**src/sv/tksd_pkg.sv**
```systemverilog
`timescale 1ns / 1ps

package tksd_pkg;

   localparam int BYTE_W = 8;
   localparam int NUM_W  = 16;
   localparam int RES_W  = NUM_W + 1;

   localparam logic [BYTE_W-1:0] CH_ESC    = 8'h1B;
   localparam logic [BYTE_W-1:0] CH_CTRL_C = 8'h03;
   localparam logic [BYTE_W-1:0] CH_CR     = 8'h0D;
   localparam logic [BYTE_W-1:0] CH_LF     = 8'h0A;
   localparam logic [BYTE_W-1:0] CH_LBRACK = 8'h5B;
   localparam logic [BYTE_W-1:0] CH_SEMI   = 8'h3B;
   localparam logic [BYTE_W-1:0] CH_TILDE  = 8'h7E;
   localparam logic [BYTE_W-1:0] CH_UP     = 8'h41;
   localparam logic [BYTE_W-1:0] CH_DOWN   = 8'h42;
   localparam logic [BYTE_W-1:0] CH_RIGHT  = 8'h43;
   localparam logic [BYTE_W-1:0] CH_LEFT   = 8'h44;
   localparam logic [BYTE_W-1:0] CH_ZERO   = 8'h30;
   localparam logic [BYTE_W-1:0] CH_NINE   = 8'h39;

   localparam logic [BYTE_W-1:0] BACKSPACE_RESET = 8'h7F;
   localparam logic [NUM_W-1:0]  HOME_RESET      = 16'd1;
   localparam logic [NUM_W-1:0]  END_RESET       = 16'd4;
   localparam logic [NUM_W-1:0]  DELETE_RESET    = 16'd3;

   localparam logic [NUM_W-1:0]  NUM_MAX    = 16'hFFFF;
   localparam logic signed [RES_W-1:0] NUM_ABSENT = -17'sd1;

   typedef enum logic [1:0] {
      CSR_BACKSPACE = 2'd0,
      CSR_HOME      = 2'd1,
      CSR_END       = 2'd2,
      CSR_DELETE    = 2'd3
   } csr_index_type;

   typedef enum logic [3:0] {
      EV_NONE    = 4'd0,
      EV_CHAR    = 4'd1,
      EV_ENTER   = 4'd2,
      EV_BS      = 4'd3,
      EV_CTRL_C  = 4'd4,
      EV_UP      = 4'd5,
      EV_DOWN    = 4'd6,
      EV_RIGHT   = 4'd7,
      EV_LEFT    = 4'd8,
      EV_HOME    = 4'd9,
      EV_END     = 4'd10,
      EV_DELETE  = 4'd11,
      EV_UNKNOWN = 4'd12
   } event_type;

   typedef enum logic [3:0] {
      PH_IDLE   = 4'b0001,
      PH_START  = 4'b0010,
      PH_FIRST  = 4'b0100,
      PH_SECOND = 4'b1000
   } phase_type;

   typedef struct packed {
      logic [NUM_W-1:0] home_number;
      logic [NUM_W-1:0] end_number;
      logic [NUM_W-1:0] delete_number;
   } key_cfg_type;

   typedef struct packed {
      logic             present;
      logic [NUM_W-1:0] value;
   } num_type;

   function automatic logic signed [RES_W-1:0] to_result(input num_type n);
      logic signed [RES_W-1:0] r;
      r = n.present ? $signed({1'b0, n.value}) : NUM_ABSENT;
      return r;
   endfunction

endpackage

```
**src/sv/tksd_num_accum.sv**
```systemverilog
`timescale 1ns / 1ps

module tksd_num_accum
   import tksd_pkg::*;
(
   input  num_type    acc,
   input  logic [3:0] digit,
   output num_type    acc_next
);

   logic [NUM_W+3:0] scaled;

   // acc*10 + digit, at most 655365, fits 20 bits
   assign scaled = {1'b0, acc.value, 3'b000} + {3'b000, acc.value, 1'b0}
                 + {{NUM_W{1'b0}}, digit};

   always_comb begin
      acc_next.present = 1'b1;
      if (!acc.present) begin
         acc_next.value = {{(NUM_W-4){1'b0}}, digit};
      end else if (scaled[NUM_W+3:NUM_W] != 4'd0) begin
         acc_next.value = NUM_MAX;
      end else begin
         acc_next.value = scaled[NUM_W-1:0];
      end
   end

endmodule

```
**src/sv/tksd_key_decode.sv**
```systemverilog
`timescale 1ns / 1ps

module tksd_key_decode
   import tksd_pkg::*;
(
   input  logic [BYTE_W-1:0] final_byte,
   input  num_type           first,
   input  key_cfg_type       cfg,
   output event_type         key_event
);

   always_comb begin
      key_event = EV_UNKNOWN;
      priority if (final_byte == CH_UP) begin
         key_event = EV_UP;
      end else if (final_byte == CH_DOWN) begin
         key_event = EV_DOWN;
      end else if (final_byte == CH_RIGHT) begin
         key_event = EV_RIGHT;
      end else if (final_byte == CH_LEFT) begin
         key_event = EV_LEFT;
      end else if (final_byte == CH_TILDE && first.present) begin
         priority if (first.value == cfg.home_number) begin
            key_event = EV_HOME;
         end else if (first.value == cfg.end_number) begin
            key_event = EV_END;
         end else if (first.value == cfg.delete_number) begin
            key_event = EV_DELETE;
         end else begin
            key_event = EV_UNKNOWN;
         end
      end else begin
         key_event = EV_UNKNOWN;
      end
   end

endmodule

```
**src/sv/terminal_key_sequence_decoder.sv**
```systemverilog
`timescale 1ns / 1ps
// Channel   Ports                                      Direction  Transfer
// req       req_valid/req_ready, req_byte_in           in         valid & ready
// rsp       rsp_valid/rsp_ready, rsp_* result fields   out        valid & ready
// csr       csr_we, csr_index, csr_wdata               in         csr_we, no wait
//
// One word in, one result word out; the result shows in the cycle after accept.
// One word per cycle sustained while rsp_ready is high: decode is a single stage
// from the parse state and input byte into the output register.
// Synchronous reset: parse state idle, numbers absent, registers at defaults.
// A stalled result holds; a new word is taken in the cycle rsp_ready frees it.

module terminal_key_sequence_decoder
   import tksd_pkg::*;
(
   input  logic                    clock,
   input  logic                    reset,
   input  logic                    req_valid,
   output logic                    req_ready,
   input  logic [BYTE_W-1:0]       req_byte_in,
   output logic                    rsp_valid,
   input  logic                    rsp_ready,
   output logic [3:0]              rsp_event_res,
   output logic [BYTE_W-1:0]       rsp_char_out,
   output logic [BYTE_W-1:0]       rsp_final_byte,
   output logic signed [RES_W-1:0] rsp_first_number,
   output logic signed [RES_W-1:0] rsp_second_number,
   input  logic                    csr_we,
   input  logic [1:0]              csr_index,
   input  logic [NUM_W-1:0]        csr_wdata
);

   logic [BYTE_W-1:0] backspace_ff;
   key_cfg_type       key_cfg_ff;

   phase_type phase_ff, phase_in;
   num_type   first_ff, first_in, second_ff, second_in;
   num_type   first_acc, second_acc;
   num_type   absent;

   logic                    rsp_valid_ff;
   event_type               event_ff, event_in, key_event;
   logic [BYTE_W-1:0]       char_ff, char_in, final_ff, final_in;
   logic signed [RES_W-1:0] n1_ff, n1_in, n2_ff, n2_in;

   logic accept, done, is_digit;

   assign absent    = '{present: 1'b0, value: '0};
   assign req_ready = !rsp_valid_ff || rsp_ready;
   assign accept    = req_valid && req_ready;
   assign is_digit  = (req_byte_in >= CH_ZERO) && (req_byte_in <= CH_NINE);

   tksd_num_accum u_first_accum (
      .acc      (first_ff),
      .digit    (req_byte_in[3:0]),
      .acc_next (first_acc)
   );

   tksd_num_accum u_second_accum (
      .acc      (second_ff),
      .digit    (req_byte_in[3:0]),
      .acc_next (second_acc)
   );

   tksd_key_decode u_key_decode (
      .final_byte (req_byte_in),
      .first      (first_ff),
      .cfg        (key_cfg_ff),
      .key_event  (key_event)
   );

   always_comb begin
      phase_in  = phase_ff;
      first_in  = first_ff;
      second_in = second_ff;
      event_in  = EV_NONE;
      char_in   = '0;
      final_in  = '0;
      n1_in     = NUM_ABSENT;
      n2_in     = NUM_ABSENT;
      done      = 1'b0;
      if (req_byte_in == CH_ESC) begin
         phase_in  = PH_START;
         first_in  = absent;
         second_in = absent;
      end else begin
         unique case (phase_ff)
            PH_START: begin
               if (req_byte_in == CH_LBRACK) phase_in = PH_FIRST;
               else done = 1'b1;
            end
            PH_FIRST: begin
               if (is_digit) first_in = first_acc;
               else if (req_byte_in == CH_SEMI) phase_in = PH_SECOND;
               else done = 1'b1;
            end
            PH_SECOND: begin
               if (is_digit) second_in = second_acc;
               else done = 1'b1;
            end
            PH_IDLE: begin
               priority if (req_byte_in == CH_CTRL_C) begin
                  event_in = EV_CTRL_C;
               end else if (req_byte_in == CH_CR || req_byte_in == CH_LF) begin
                  event_in = EV_ENTER;
               end else if (req_byte_in == backspace_ff) begin
                  event_in = EV_BS;
               end else begin
                  event_in = EV_CHAR;
                  char_in  = req_byte_in;
               end
            end
            default: begin
               phase_in = PH_IDLE;
            end
         endcase
         if (done) begin
            final_in  = req_byte_in;
            n1_in     = to_result(first_ff);
            n2_in     = to_result(second_ff);
            event_in  = key_event;
            phase_in  = PH_IDLE;
            first_in  = absent;
            second_in = absent;
         end
      end
   end

   always_ff @(posedge clock) begin
      if (reset) begin
         backspace_ff             <= BACKSPACE_RESET;
         key_cfg_ff.home_number   <= HOME_RESET;
         key_cfg_ff.end_number    <= END_RESET;
         key_cfg_ff.delete_number <= DELETE_RESET;
      end else if (csr_we) begin
         unique case (csr_index)
            CSR_BACKSPACE: backspace_ff             <= csr_wdata[BYTE_W-1:0];
            CSR_HOME:      key_cfg_ff.home_number   <= csr_wdata;
            CSR_END:       key_cfg_ff.end_number    <= csr_wdata;
            CSR_DELETE:    key_cfg_ff.delete_number <= csr_wdata;
            default: begin
            end
         endcase
      end
   end

   always_ff @(posedge clock) begin
      if (reset) begin
         phase_ff     <= PH_IDLE;
         first_ff     <= '0;
         second_ff    <= '0;
         rsp_valid_ff <= 1'b0;
      end else begin
         if (accept) begin
            phase_ff     <= phase_in;
            first_ff     <= first_in;
            second_ff    <= second_in;
            rsp_valid_ff <= 1'b1;
         end else if (rsp_ready) begin
            rsp_valid_ff <= 1'b0;
         end
      end
   end

   always_ff @(posedge clock) begin
      if (accept) begin
         event_ff <= event_in;
         char_ff  <= char_in;
         final_ff <= final_in;
         n1_ff    <= n1_in;
         n2_ff    <= n2_in;
      end
   end

   assign rsp_valid         = rsp_valid_ff;
   assign rsp_event_res     = event_ff;
   assign rsp_char_out      = char_ff;
   assign rsp_final_byte    = final_ff;
   assign rsp_first_number  = n1_ff;
   assign rsp_second_number = n2_ff;

endmodule

```
**config.mk**
```make
export PLATFORM = sky130hd
export DESIGN_NAME = terminal_key_sequence_decoder
export DESIGN_NICKNAME = d
export VERILOG_FILES = /design/src/sv/tksd_pkg.sv /design/src/sv/tksd_num_accum.sv /design/src/sv/tksd_key_decode.sv /design/src/sv/terminal_key_sequence_decoder.sv
export SDC_FILE = /design/constraint.sdc
export NUM_CORES = 1
export LEC_CHECK = 0
export ABC_AREA = 1
export BUFFER_PORTS_ARGS = -buffer_cell sky130_fd_sc_hd__clkbuf_2
export CAP_MARGIN = 20
export CORE_AREA = 4 4 147 149
export CTS_CLUSTER_SIZE = 8
export DETAILED_ROUTE_END_ITERATION = 10
export DIE_AREA = 0 0 151 153
export PLACE_DENSITY = 0.62
export SLEW_MARGIN = 15
export SYNTH_ARGS = -nofsm -noshare
export SYNTH_HDL_FRONTEND = slang
export SYNTH_SLANG_ARGS = --single-unit
```
**constraint.sdc**
```tcl
create_clock -name clock -period 3.64 [get_ports clock]
set_input_delay 0.364 -clock clock [delete_from_list [all_inputs] [get_ports clock]]
set_output_delay 0.364 -clock clock [all_outputs]
set_load 0.01 [all_outputs]
```
### Word level (Yosys, flattened, before mapping)

Index checks and enable logic that the tools add are counted.
W data, S select, Z words.

* register bits after elaboration: 149
* bits of input ports: 31
* output and inout port bits: 56
* logic and storage cells: 119

* add/sub/neg operators: 4
* order comparisons: 2
* eq/ne operators: 26
* muxes and demuxes: 41
* bitwise logic cells: 4
* reduce and logical (&&, ||, !) cells: 25

Operator list (count)
* $mux W17: 10
* $mux W16: 4
* $mux W4: 13
* $eq A16 B16 Y1: 3
* $eq A8 B7 Y1 const B: 6
* $add A19 B17 Y20: 2
* $add A20 B4 Y20: 2
* $eq A8 B4 Y1 const B: 2
* $ne A4 B4 Y1 const B: 3
* $pmux W4 S3: 1
* $mux W3: 3
* $reduce_bool A3 Y1: 3
* $eq A8 B2 Y1 const B: 1
* $eq A8 B5 Y1 const B: 1
* $eq A8 B6 Y1 const B: 1
* $eq A8 B8 Y1: 1
* $ge A8 B6 Y1 const B: 1
* $le A8 B6 Y1 const B: 1
* $reduce_and A2 Y1: 4
* $reduce_bool A4 Y1: 2
* $mux W1: 7
* $reduce_and A3 Y1: 2
* $reduce_or A3 Y1: 2
* $reduce_and A5 Y1: 1
* other kinds (17): 26

### Longest topological paths before layout

Gate-level depths: netlist of run 1.

* word-level depth: 10
* gate-level depth with buffers: 19
* mapped depth without buffers: 19

### By module

A second synthesis of run 1 with hierarchy kept.

* cell total of the unflattened synthesis: 1585
* area, all modules: 10465.0 um^2

By module, submodules not included
* terminal_key_sequence_decoder: times used 1, cells an instance 778, area an instance 6256.0 um^2, seq. area each 3523.4 um^2
* tksd_num_accum (u_second_accum): times used 1, cells an instance 259, area an instance 1519.0 um^2, seq. area each 0.0 um^2
* tksd_num_accum (u_first_accum): times used 1, cells an instance 259, area an instance 1512.7 um^2, seq. area each 0.0 um^2
* tksd_key_decode: times used 1, cells an instance 289, area an instance 1177.4 um^2, seq. area each 0.0 um^2

### Least setup slack after synthesis of run 1

No wires, ideal clock.

* path type: in2reg
* from: input port rsp_ready
* to: register second_ff[8] (netlist name)
* arrival: 3193 ps
* path slack: 380 ps
* stages: 7
* path buffers: 1
* path through: inv_1 a21oi_2 nand4_2 nor2_2 buf_4 o21ai_1 a21oi_2

* longest elaborated chain between the ends: 3

Ends and longest elaborated chain
* start, declared: RTL line terminal_key_sequence_decoder.sv:22 `input logic rsp_ready,`
* $logic_or A1 B1 Y1: RTL line terminal_key_sequence_decoder.sv:49 `assign req_ready = !rsp_valid_ff || rsp_ready;`
* $logic_and A1 B1 Y1: RTL line terminal_key_sequence_decoder.sv:50 `assign accept = req_valid && req_ready;`
* named net accept: RTL line terminal_key_sequence_decoder.sv:46 `logic accept, done, is_digit;`
* $reduce_and A3 Y1 (no line)
* end signal, assigned: RTL line terminal_key_sequence_decoder.sv:157 `second_ff <= second_in;`
* end, declared: RTL line terminal_key_sequence_decoder.sv:37 `num_type first_ff, first_in, second_ff, second_in;`

The timed path passes the listed nets, and every way through them passes these cells.
A chain may end at the register's enable or synchronous reset.

### Worst setup path after layout of run 1

* from: register first_ff[2] (netlist name)
* to: register first_ff[4] (netlist name)

* longest elaborated chain between the ends: 9

Ends and longest elaborated chain
* start, declared: RTL line terminal_key_sequence_decoder.sv:37
* start signal, assigned: RTL line terminal_key_sequence_decoder.sv:156 `first_ff <= first_in;`
* $add A19 B17 Y20 (*): RTL line tksd_num_accum.sv:14 `assign scaled = {1'b0, acc.value, 3'b000} + {3'b000, acc.value, 1'b0}`
* $add A20 B4 Y20 (*): RTL line tksd_num_accum.sv:15 `+ {{NUM_W{1'b0}}, digit};`
* $reduce_bool A4 Y1: RTL line tksd_num_accum.sv:21 `end else if (scaled[NUM_W+3:NUM_W] != 4'd0) begin`
* $mux W16 (*): RTL line tksd_num_accum.sv:21
* $mux W16 (*): RTL line tksd_num_accum.sv:19 `if (!acc.present) begin`
* $mux W17 (*): RTL line terminal_key_sequence_decoder.sv:93 `if (is_digit) first_in = first_acc;`
* $mux W17 (*): RTL line terminal_key_sequence_decoder.sv:87 `unique case (phase_ff)`
* $mux W17 (*): RTL line terminal_key_sequence_decoder.sv:117 `if (done) begin`
* $mux W17 (*): RTL line terminal_key_sequence_decoder.sv:82 `if (req_byte_in == CH_ESC) begin`

Every way passes the cells marked *; elsewhere a longest branch is shown, timed or not. The select of a mux whose other input is x is not followed.

==> results.toml, run 1 <==
[routing]
num_vias = 7684
drc_errors = 0
drtIter0Drc = 397
routed_wl_mm = 22.3
ant_nets = 0
wl_per_cell_um = 14.3
dr.pass1.iters = 5
vias_per_cell = 4.94

[logic_synthesis]
postSynthCellCount = 1189
synth_warnings = 0
synth_area_um2 = 8960
ys_types = 38
ys_ff_latch = 149
synth_nets = 1286
synth_area_leaders = "dfxtp_1 21%, edfxtp_1 18%, nand2_1 13%"
yosys.area.top_type = "dfxtp_1"
synth_top_area_share_pct = 21.2
ys_seq_area_share_pct = 39.3
postSynthAreaPerCell_um2 = 7.53

[finish]
final_util_pct = 50.8
diodes = 0
area_growth_pct = 14.3
final_cell_mix = "306 x nand2_1, 150 x nor2_1, 133 x inv_1, 95 x dfxtp_1, 86 x clkbuf_2"
finalNetCount = 1368
final_common_cell = "nand2_1"
drive_above_1_share_pct = 13.3
stdcell_area_um2 = 10200
stdcell_count = 1554

[die]
core-area_um2 = 20200
dieHeight_um = 153
fp.dieW_um = 151
ios = 87
start_util_pct = 44.4
dieArea_um2 = 23100
num_rows = 52

[sta]
hold_viol_final = 0
max-slew-margin-rel_pct = 29.8
post-route-period-util_pct = 89.0
whs_ns = 0.198
fmax_ghz = 0.309
finalSetupViolations = 0
rsz0062_at_grt = "no"
skew_ns = 0.0101
fin_crit_ns = 3.24
slew_violations = 0
tightest_slew_ns = 1.05
fin_tns_setup_ns = 0

[setup_path]
worstPathArrival_ns = 3.50
critPathKind = "flip-flop to flip-flop"
end_kind = "flip-flop"
cp-start-kind = "flip-flop"
crit_required_ns = 3.90
critical_path.max_fanout = 15

[place]
place_congestion = 0.905
port-buffer-count = 86
post_dp_cell_area_um2 = 9630
hpwl_mm = 16.6
placed_cells = 1522

[clock_network]
h-tree-depth = 4
cts_resized = 0
cts.sinks = 149
clock_path_buffers = 2
cts_tree = "yes"
cts-root-buf = "clkbuf_16"
clk_latency_ns = 0.42
numCtsBuffers = 17
cts_hold_buf = 0
clkSlewWorstSetupHoldPaths_ns = 0.07
postCtsSetupBuffers = 0

[grt]
antenna_found_initial = 0
grt_max_degree = 57
grt-ovfl-total = 0
grt_pass1_wl_mm = 36.7
grt_pass1_vias = 7274
grt.total_usage_pct = 19.7

[power]
leakagePower_nw = 4.74
ir_drop_v = 0.000326
power_density_nw_per_um2 = 391

[run_status]
outcome = "complete, no violations"

[flow_run]
cap_violations = 0

[min_path]
hp-class = "input pin to flip-flop"
-- worst paths after layout --
path / from / end / slack (ns) / cells past startpoint
worst max-delay path: first_ff[2] / first_ff[4] / 0.40 / 15
worst min-delay path: csr_wdata[15] / key_cfg_ff[15] / 0.20 / 3
worst max register to register: first_ff[2] / first_ff[4] / 0.40 / 15
worst min register to register: key_cfg_ff[4] / key_cfg_ff[4] / 0.48 / 2
-- registers in the layout (all words and copies together), names as in the netlist --
signal and flops:
backspace_ff 8, first_ff 17, key_cfg_ff 48, phase_ff 4
rsp_char_out 8, rsp_event_res 4, rsp_final_byte 8, rsp_first_number 17
rsp_second_number 17, rsp_valid 1, second_ff 17
-- area by class of cell --
| cell class | instances | area [um2] |
|---|---|---|
| Clock buffer | 19 | 454 |
| Timing Repair Buffer | 94 | 490 |
| Tap cell | 270 | 338 |
| Clock inverter | 13 | 151 |
| Multi-Input combinational cell | 871 | 4760 |
| Inverter | 138 | 518 |
| Fill cell | 2028 | 9930 |
| Sequential cell | 149 | 3520 |
-- report_power, final --
part,leakage [nW],internal (W),switching [W],total [W]
Sequential,1.20,0.00180,0.0000334,0.00183
Combinational,3.25,0.000122,0.000231,0.000353
Clock,0.295,0.00102,0.000795,0.00181
Total,4.74,0.00294,0.00106,0.00400
-- synthesized netlist by cell type --
master and n:
inv_1 133, or2_2 17, o21ai_0 62, buf_6 4
clkbuf_2 1, buf_4 3, nand2_4 2, inv_2 5
ha_1 62, nand2_2 3, a211oi_1 1, nor3_4 1
o21ai_4 2, nor3_1 18, a21oi_2 3, or2_1 4
fa_1 4, nand4_2 1, buf_1 1, clkbuf_1 20
o21ai_1 20, a31oi_1 6, nor2_2 5, nand2_1 306
nor3_2 1, o211ai_1 3, dfxtp_1 95, nand4_4 1
nor2_1 150, nand4_1 20, buf_2 2, nor2_4 3
nand3_2 2, xnor2_1 51, xor2_1 15, edfxtp_1 54
a21oi_1 65, nand3_1 43
-- metrics by stage --
| step | power [W] | worst slack (ns) |
|---|---|---|
| 2_1_floorplan | 0.00210 | 0.380 |
| 3_3_place_gp | 0.00222 | 0.348 |
| 3_5_place_dp | 0.00222 | 0.206 |
| 4_1_cts | 0.00404 | 0.416 |
| 5_1_grt | 0.00416 | 0.0279 |
| 6_report | 0.00400 | 0.399 |
-- critical path: stages, from the launching register on --
cell and delay (ns):
dfxtp_1 0.50, inv_1 0.17, fa_1 0.51, fa_1 0.47, inv_1 0.07, nand2_1 0.04, nand2_1 0.12, nand3_1 0.08
nand2_1 0.12, nand2_1 0.08, nand3_1 0.09, nand2_1 0.06, nor2_1 0.09, nand2_1 0.31, o21ai_0 0.28, a21oi_1 0.09
-- kinds of logic after synthesis --
kind of cell,after synthesis,share of synthesized area (%)
xor+xnor,66,6.45
flops,149,39.3
simple gates,577,27.5
compound gates,162,9.62
buf+inv,169,7.58
fa+ha+maj,66,9.55
-- metal layers --
layer	wire (um)	vias up	track usage, %
li1	-	4011	-
met1	10500	3489	26.5
met2	10400	151	32.1
met3	837	33	3.11
met4	589	0	6.56
met5	0	-	0
No activity file was read; power rests on OpenSTA's default activity.
==> run 2: changes to the inputs <==
Settings changed: GPL_TIMING_DRIVEN from default to 0, SETUP_SLACK_MARGIN from default to 0.4.
==> results.toml, run 2 (synthesis gave the netlist of run 1 again) <==
[die]
dieArea_um2 = 23100
ios = 87
start_util_pct = 44.4
dieHeight_um = 153
fp.dieW_um = 151
core-area_um2 = 20200
num_rows = 52

[routing]
vias_per_cell = 4.91
num_vias = 7743
wl_per_cell_um = 14.3
ant_nets = 0
drtIter0Drc = 493
dr.pass1.iters = 5
routed_wl_mm = 22.6
drc_errors = 0

[setup_path]
critPathKind = "flip-flop to flip-flop"
cp-start-kind = "flip-flop"
crit_path_cell_trace = "inv_1 -> fa_1 -> fa_1 -> inv_1 -> nand2_1 -> nand2_1 -> nand3_1 -> nand2_1 -> nand2_1 -> nand3_1 -> nand2_1 -> nor2_1 -> nand2_2 -> clkbuf_4 -> o21ai_1 -> a21oi_1"
worstPathArrival_ns = 3.26
end_kind = "flip-flop"
crit_required_ns = 3.92
critical_path.max_fanout = 10
cpMostUsedCell = "nand2_1"
reg2reg_to = "first_ff[12]"
startpoint = "first_ff[0]"
ff2ff_path_depth = 16
cp_slowest_cell = "fa_1"
r2r_slack_ns = 0.65
crit_path_max_incr_delay_ns = 0.52
timing.rr.start = "first_ff[0]"

[finish]
diodes = 0
final_util_pct = 51.6
largest_reg_flops = 48
largest_register = "key_cfg_ff"
final_common_cell = "nand2_1"
stdcell_count = 1578
area_growth_pct = 16.2
drive_above_1_share_pct = 14.0
final_cell_mix = "304 x nand2_1, 148 x nor2_1, 133 x inv_1, 92 x dfxtp_1, 85 x clkbuf_2"
finalNetCount = 1392

[clock_network]
h-tree-depth = 4
cts_tree = "yes"
cts_hold_buf = 0
numCtsBuffers = 17
cts.sinks = 149
postCtsSetupBuffers = 0
clock_path_buffers = 2
clk_latency_ns = 0.42
cts-root-buf = "clkbuf_16"
clkSlewWorstSetupHoldPaths_ns = 0.07

[grt]
antenna_found_initial = 0
grt_pass1_vias = 7436
grt_max_degree = 25
grt_pass1_wl_mm = 37.4
grt.total_usage_pct = 20.2
grt-ovfl-total = 0

[min_path]
hp-class = "input pin to flip-flop"
holdPathStages = 3
min_from = "csr_wdata[11]"
hold_end = "key_cfg_ff[27]"

[power]
leakagePower_nw = 4.80
power_density_nw_per_um2 = 381
ir_drop_v = 0.000363

[sta]
max-slew-margin-rel_pct = 50.9
skew_ns = 0.00810
fin_crit_ns = 2.99
fmax_ghz = 0.335
fin_ws_ns = 0.654
post-route-period-util_pct = 82.0
slew_violations = 0
hold_viol_final = 0
rsz0062_at_grt = "no"
tightest_slew_ns = 0.734
fin_tns_setup_ns = 0
finalSetupViolations = 0

[run_status]
outcome = "complete, no violations"

[place]
hpwl_mm = 17.1
placed_cells = 1546
port-buffer-count = 85
preCtsSetupSlack_ns = 0.107
place_congestion = 0.891

[flow_run]
cap_violations = 0
-- run 2: changes by cell type in the layout (fill, tap and decap cells not counted), sizes merged --
cell / before / now
clkbuf: 105 / 125
buf: 8 / 12
inv: 147 / 146
clkinv: 2 / 3
-- run 2: how the worst max path moves through the flow --
stage | slack (ns) | end
after floorplan | 0.91 | first_ff[10]
after global placement | 0.09 | second_ff[11]
after detailed placement | 0.11 | second_ff[12]
after CTS | 0.43 | first_ff[12]
after global routing | 0.40 | first_ff[11]
final | 0.65 | first_ff[12]
-- run 2: where the power goes --
part	switching, W	total [W]	internal [W]
logic	0.000236	0.000370	0.000134
registers	0.0000323	0.00183	0.00180
clock network	0.000764	0.00177	0.00101
-- run 2: critical path: cells and delay by family (launching register included) --
family / cells / cell delay (ns)
compound gates: 2 / 0.22
buf+inv: 3 / 0.39
simple gates: 9 / 0.86
fa+ha+maj: 2 / 0.99
flops: 1 / 0.40
-- run 2: layer usage --
| layer | track usage (%) | vias to the layer above | part of all wire (%) |
|---|---|---|---|
| li1 | - | 4059 | - |
| met4 | 6.26 | 0 | 1.7 |
| met3 | 3.14 | 26 | 4.4 |
| met2 | 33.6 | 167 | 47 |
| met5 | 0 | - | 0 |
| met1 | 26.9 | 3491 | 47 |
-- run 2: cell type report --
type	count	area (um2)
Buffer	31	168
Clock buffer	19	454
Clock inverter	13	138
Fill cell	1965	9760
Inverter	138	518
Multi-Input combinational cell	871	4780
Sequential cell	149	3530
Tap cell	270	338
Timing Repair Buffer	87	480
-- run 2: what timing repair did --
| item | 4_1_cts | 5_1_grt |
|---|---|---|
| resized for setup | 2 | 14 |
| setup endpoints to repair | 10 | 30 |
| pin swaps | 0 | 1 |
-- run 2: stage by stage --
| step | total power (W) | area [um2] | hold slack, ns |
|---|---|---|---|
| 2_1_floorplan | 0.00210 | 8970 | 0.444 |
| 3_3_place_gp | 0.00223 | 9730 | 0.455 |
| 3_5_place_dp | 0.00224 | 9780 | 0.459 |
| 4_1_cts | 0.00400 | 10400 | 0.190 |
| 5_1_grt | 0.00414 | 10400 | 0.216 |
| 6_report | 0.00397 | 10400 | 0.201 |
==> run 3: changes to the inputs <==
Clock period 3.64 ns to 3.05 ns, I/O delays scaled along.
==> results.toml, run 3 (synthesis gave the netlist of run 1 again) <==
[sta]
fin_ws_ns = 0.389
hold_viol_final = 0
max-slew-margin-rel_pct = 53.1
fmax_ghz = 0.376
tightest_slew_ns = 0.703
skew_ns = 0.0175
slew_violations = 0
finalSetupViolations = 0
rsz0062_at_grt = "yes"
post-route-period-util_pct = 87.3
fin_crit_ns = 2.66

[place]
hpwl_mm = 17.3
place_congestion = 0.905
preCtsSetupSlack_ns = -0.420
placed_cells = 1547
port-buffer-count = 85

[flow_run]
cap_violations = 0

[setup_path]
critical_path.max_fanout = 5
critPathKind = "flip-flop to flip-flop"
crit_buf_inv = 3
cp_top_family = "simple AND/OR/NAND/NOR gates"
crit_required_ns = 3.34
cp_slowest_cell = "fa_1"
cpMostUsedCell = "nand2_2"
cp-start-kind = "flip-flop"
crit_path_max_incr_delay_ns = 0.50
crit_path_cell_trace = "inv_4 -> fa_1 -> fa_2 -> inv_2 -> nand2_2 -> nand2_4 -> nand3_2 -> nand2_2 -> nand2_2 -> nand3_2 -> nand2_2 -> nor2_2 -> nand2_2 -> buf_12 -> nand2_4 -> nand2_2 -> nand2_2 -> a21oi_2"
worstPathArrival_ns = 2.95
end_kind = "flip-flop"

[die]
dieHeight_um = 153
fp.dieW_um = 151
dieArea_um2 = 23100
num_rows = 52
start_util_pct = 44.4
ios = 87
core-area_um2 = 20200

[grt]
antenna_found_initial = 0
grt-ovfl-total = 0
grt_pass1_wl_mm = 38.3
grt_pass1_vias = 7649
grt_max_degree = 25
grt.total_usage_pct = 20.7

[finish]
drive_above_1_share_pct = 23.3
finalNetCount = 1423
final_cell_mix = "278 x nand2_1, 146 x nor2_1, 125 x inv_1, 85 x clkbuf_2, 74 x dfxtp_1"
largest_reg_flops = 48
largest_register = "key_cfg_ff"
stdcell_count = 1609
diodes = 0
final_common_cell = "nand2_1"
area_growth_pct = 23.7
fillCellCount = 1902

[power]
ir_drop_v = 0.000384
leakagePower_nw = 5.03
power_density_nw_per_um2 = 432

[routing]
num_vias = 8069
drc_errors = 0
vias_per_cell = 5.01
ant_nets = 0
routed_wl_mm = 24.0
wl_per_cell_um = 14.9
drtIter0Drc = 450
dr.pass1.iters = 5

[min_path]
hp-class = "input pin to flip-flop"

[clock_network]
numCtsBuffers = 17
cts.sinks = 149
clk_latency_ns = 0.43
cts-root-buf = "clkbuf_16"
h-tree-depth = 4
clkSlewWorstSetupHoldPaths_ns = 0.07
cts_tree = "yes"
clock_path_buffers = 2

[run_status]
outcome = "complete, no violations"
[run 3: per-layer routing]
| layer | wire (um) | share of wire, % | GRT usage [%] |
|---|---|---|---|
| met1 | 10900 | 45 | 27.7 |
| met4 | 497 | 2.1 | 6.43 |
| met2 | 11600 | 48 | 34.3 |
| met5 | 0 | 0 | 0 |
| met3 | 1080 | 4.5 | 3.14 |
[run 3: final cells by class]
| cell class | count | area, um2 | share of cell area [%] |
|---|---|---|---|
| sequential | 149 | 3570 | 32.2 |
| clock inverter | 11 | 108 | 0.971 |
| inverter | 138 | 520 | 4.70 |
| tap | 270 | 338 | 3.05 |
| timing repair buffer | 118 | 761 | 6.87 |
| buffer | 31 | 183 | 1.65 |
| multi-input combinational | 871 | 5120 | 46.2 |
| clock buffer | 21 | 483 | 4.36 |
[run 3: worst reg2reg max path, cell delays in order (launching register included)]
cell	delay, ns
dfxtp_4	0.37
inv_4	0.05
fa_1	0.50
fa_2	0.39
inv_2	0.06
nand2_2	0.06
nand2_4	0.10
nand3_2	0.08
nand2_2	0.09
nand2_2	0.07
nand3_2	0.08
nand2_2	0.06
nor2_2	0.11
nand2_2	0.12
buf_12	0.17
nand2_4	0.05
nand2_2	0.05
nand2_2	0.08
a21oi_2	0.05
[run 3: worst paths after layout]
path | from | cells past startpoint | slack, ns | end
hold reg to reg | key_cfg_ff[3] | 2 | 0.47 | key_cfg_ff[3]
hold / removal | csr_wdata[9] | 3 | 0.14 | key_cfg_ff[9]
setup / recovery | first_ff[0] | 18 | 0.39 | first_ff[0]
setup reg to reg | first_ff[0] | 18 | 0.39 | first_ff[0]
[run 3: stage by stage]
step,hold WS (ns),cell area (um2),TNS [ns],util (%),power (W)
2_1_floorplan,0.418,8970,0,-,0.00251
3_3_place_gp,0.455,9730,-7.45,48.3,0.00266
3_5_place_dp,0.459,9820,-7.30,48.7,0.00268
4_1_cts,0.135,10700,0,53.1,0.00481
5_1_grt,0.156,11100,0,54.9,0.00496
6_report,0.145,11100,0,54.9,0.00478
[run 3: power by group]
| part | total (W) | switching [W] | internal (W) |
|---|---|---|---|
| clock network | 0.00215 | 0.000913 | 0.00124 |
| registers | 0.00218 | 0.0000388 | 0.00214 |
| logic | 0.000455 | 0.000287 | 0.000168 |
[run 3: timing repair]
item                       4_1_cts  5_1_grt
gates cloned                     2        0
hold buffers                     0        0
setup buffers                   14       14
gates resized for setup         55       82
setup endpoints to repair       32       32
pin swaps                       14       38
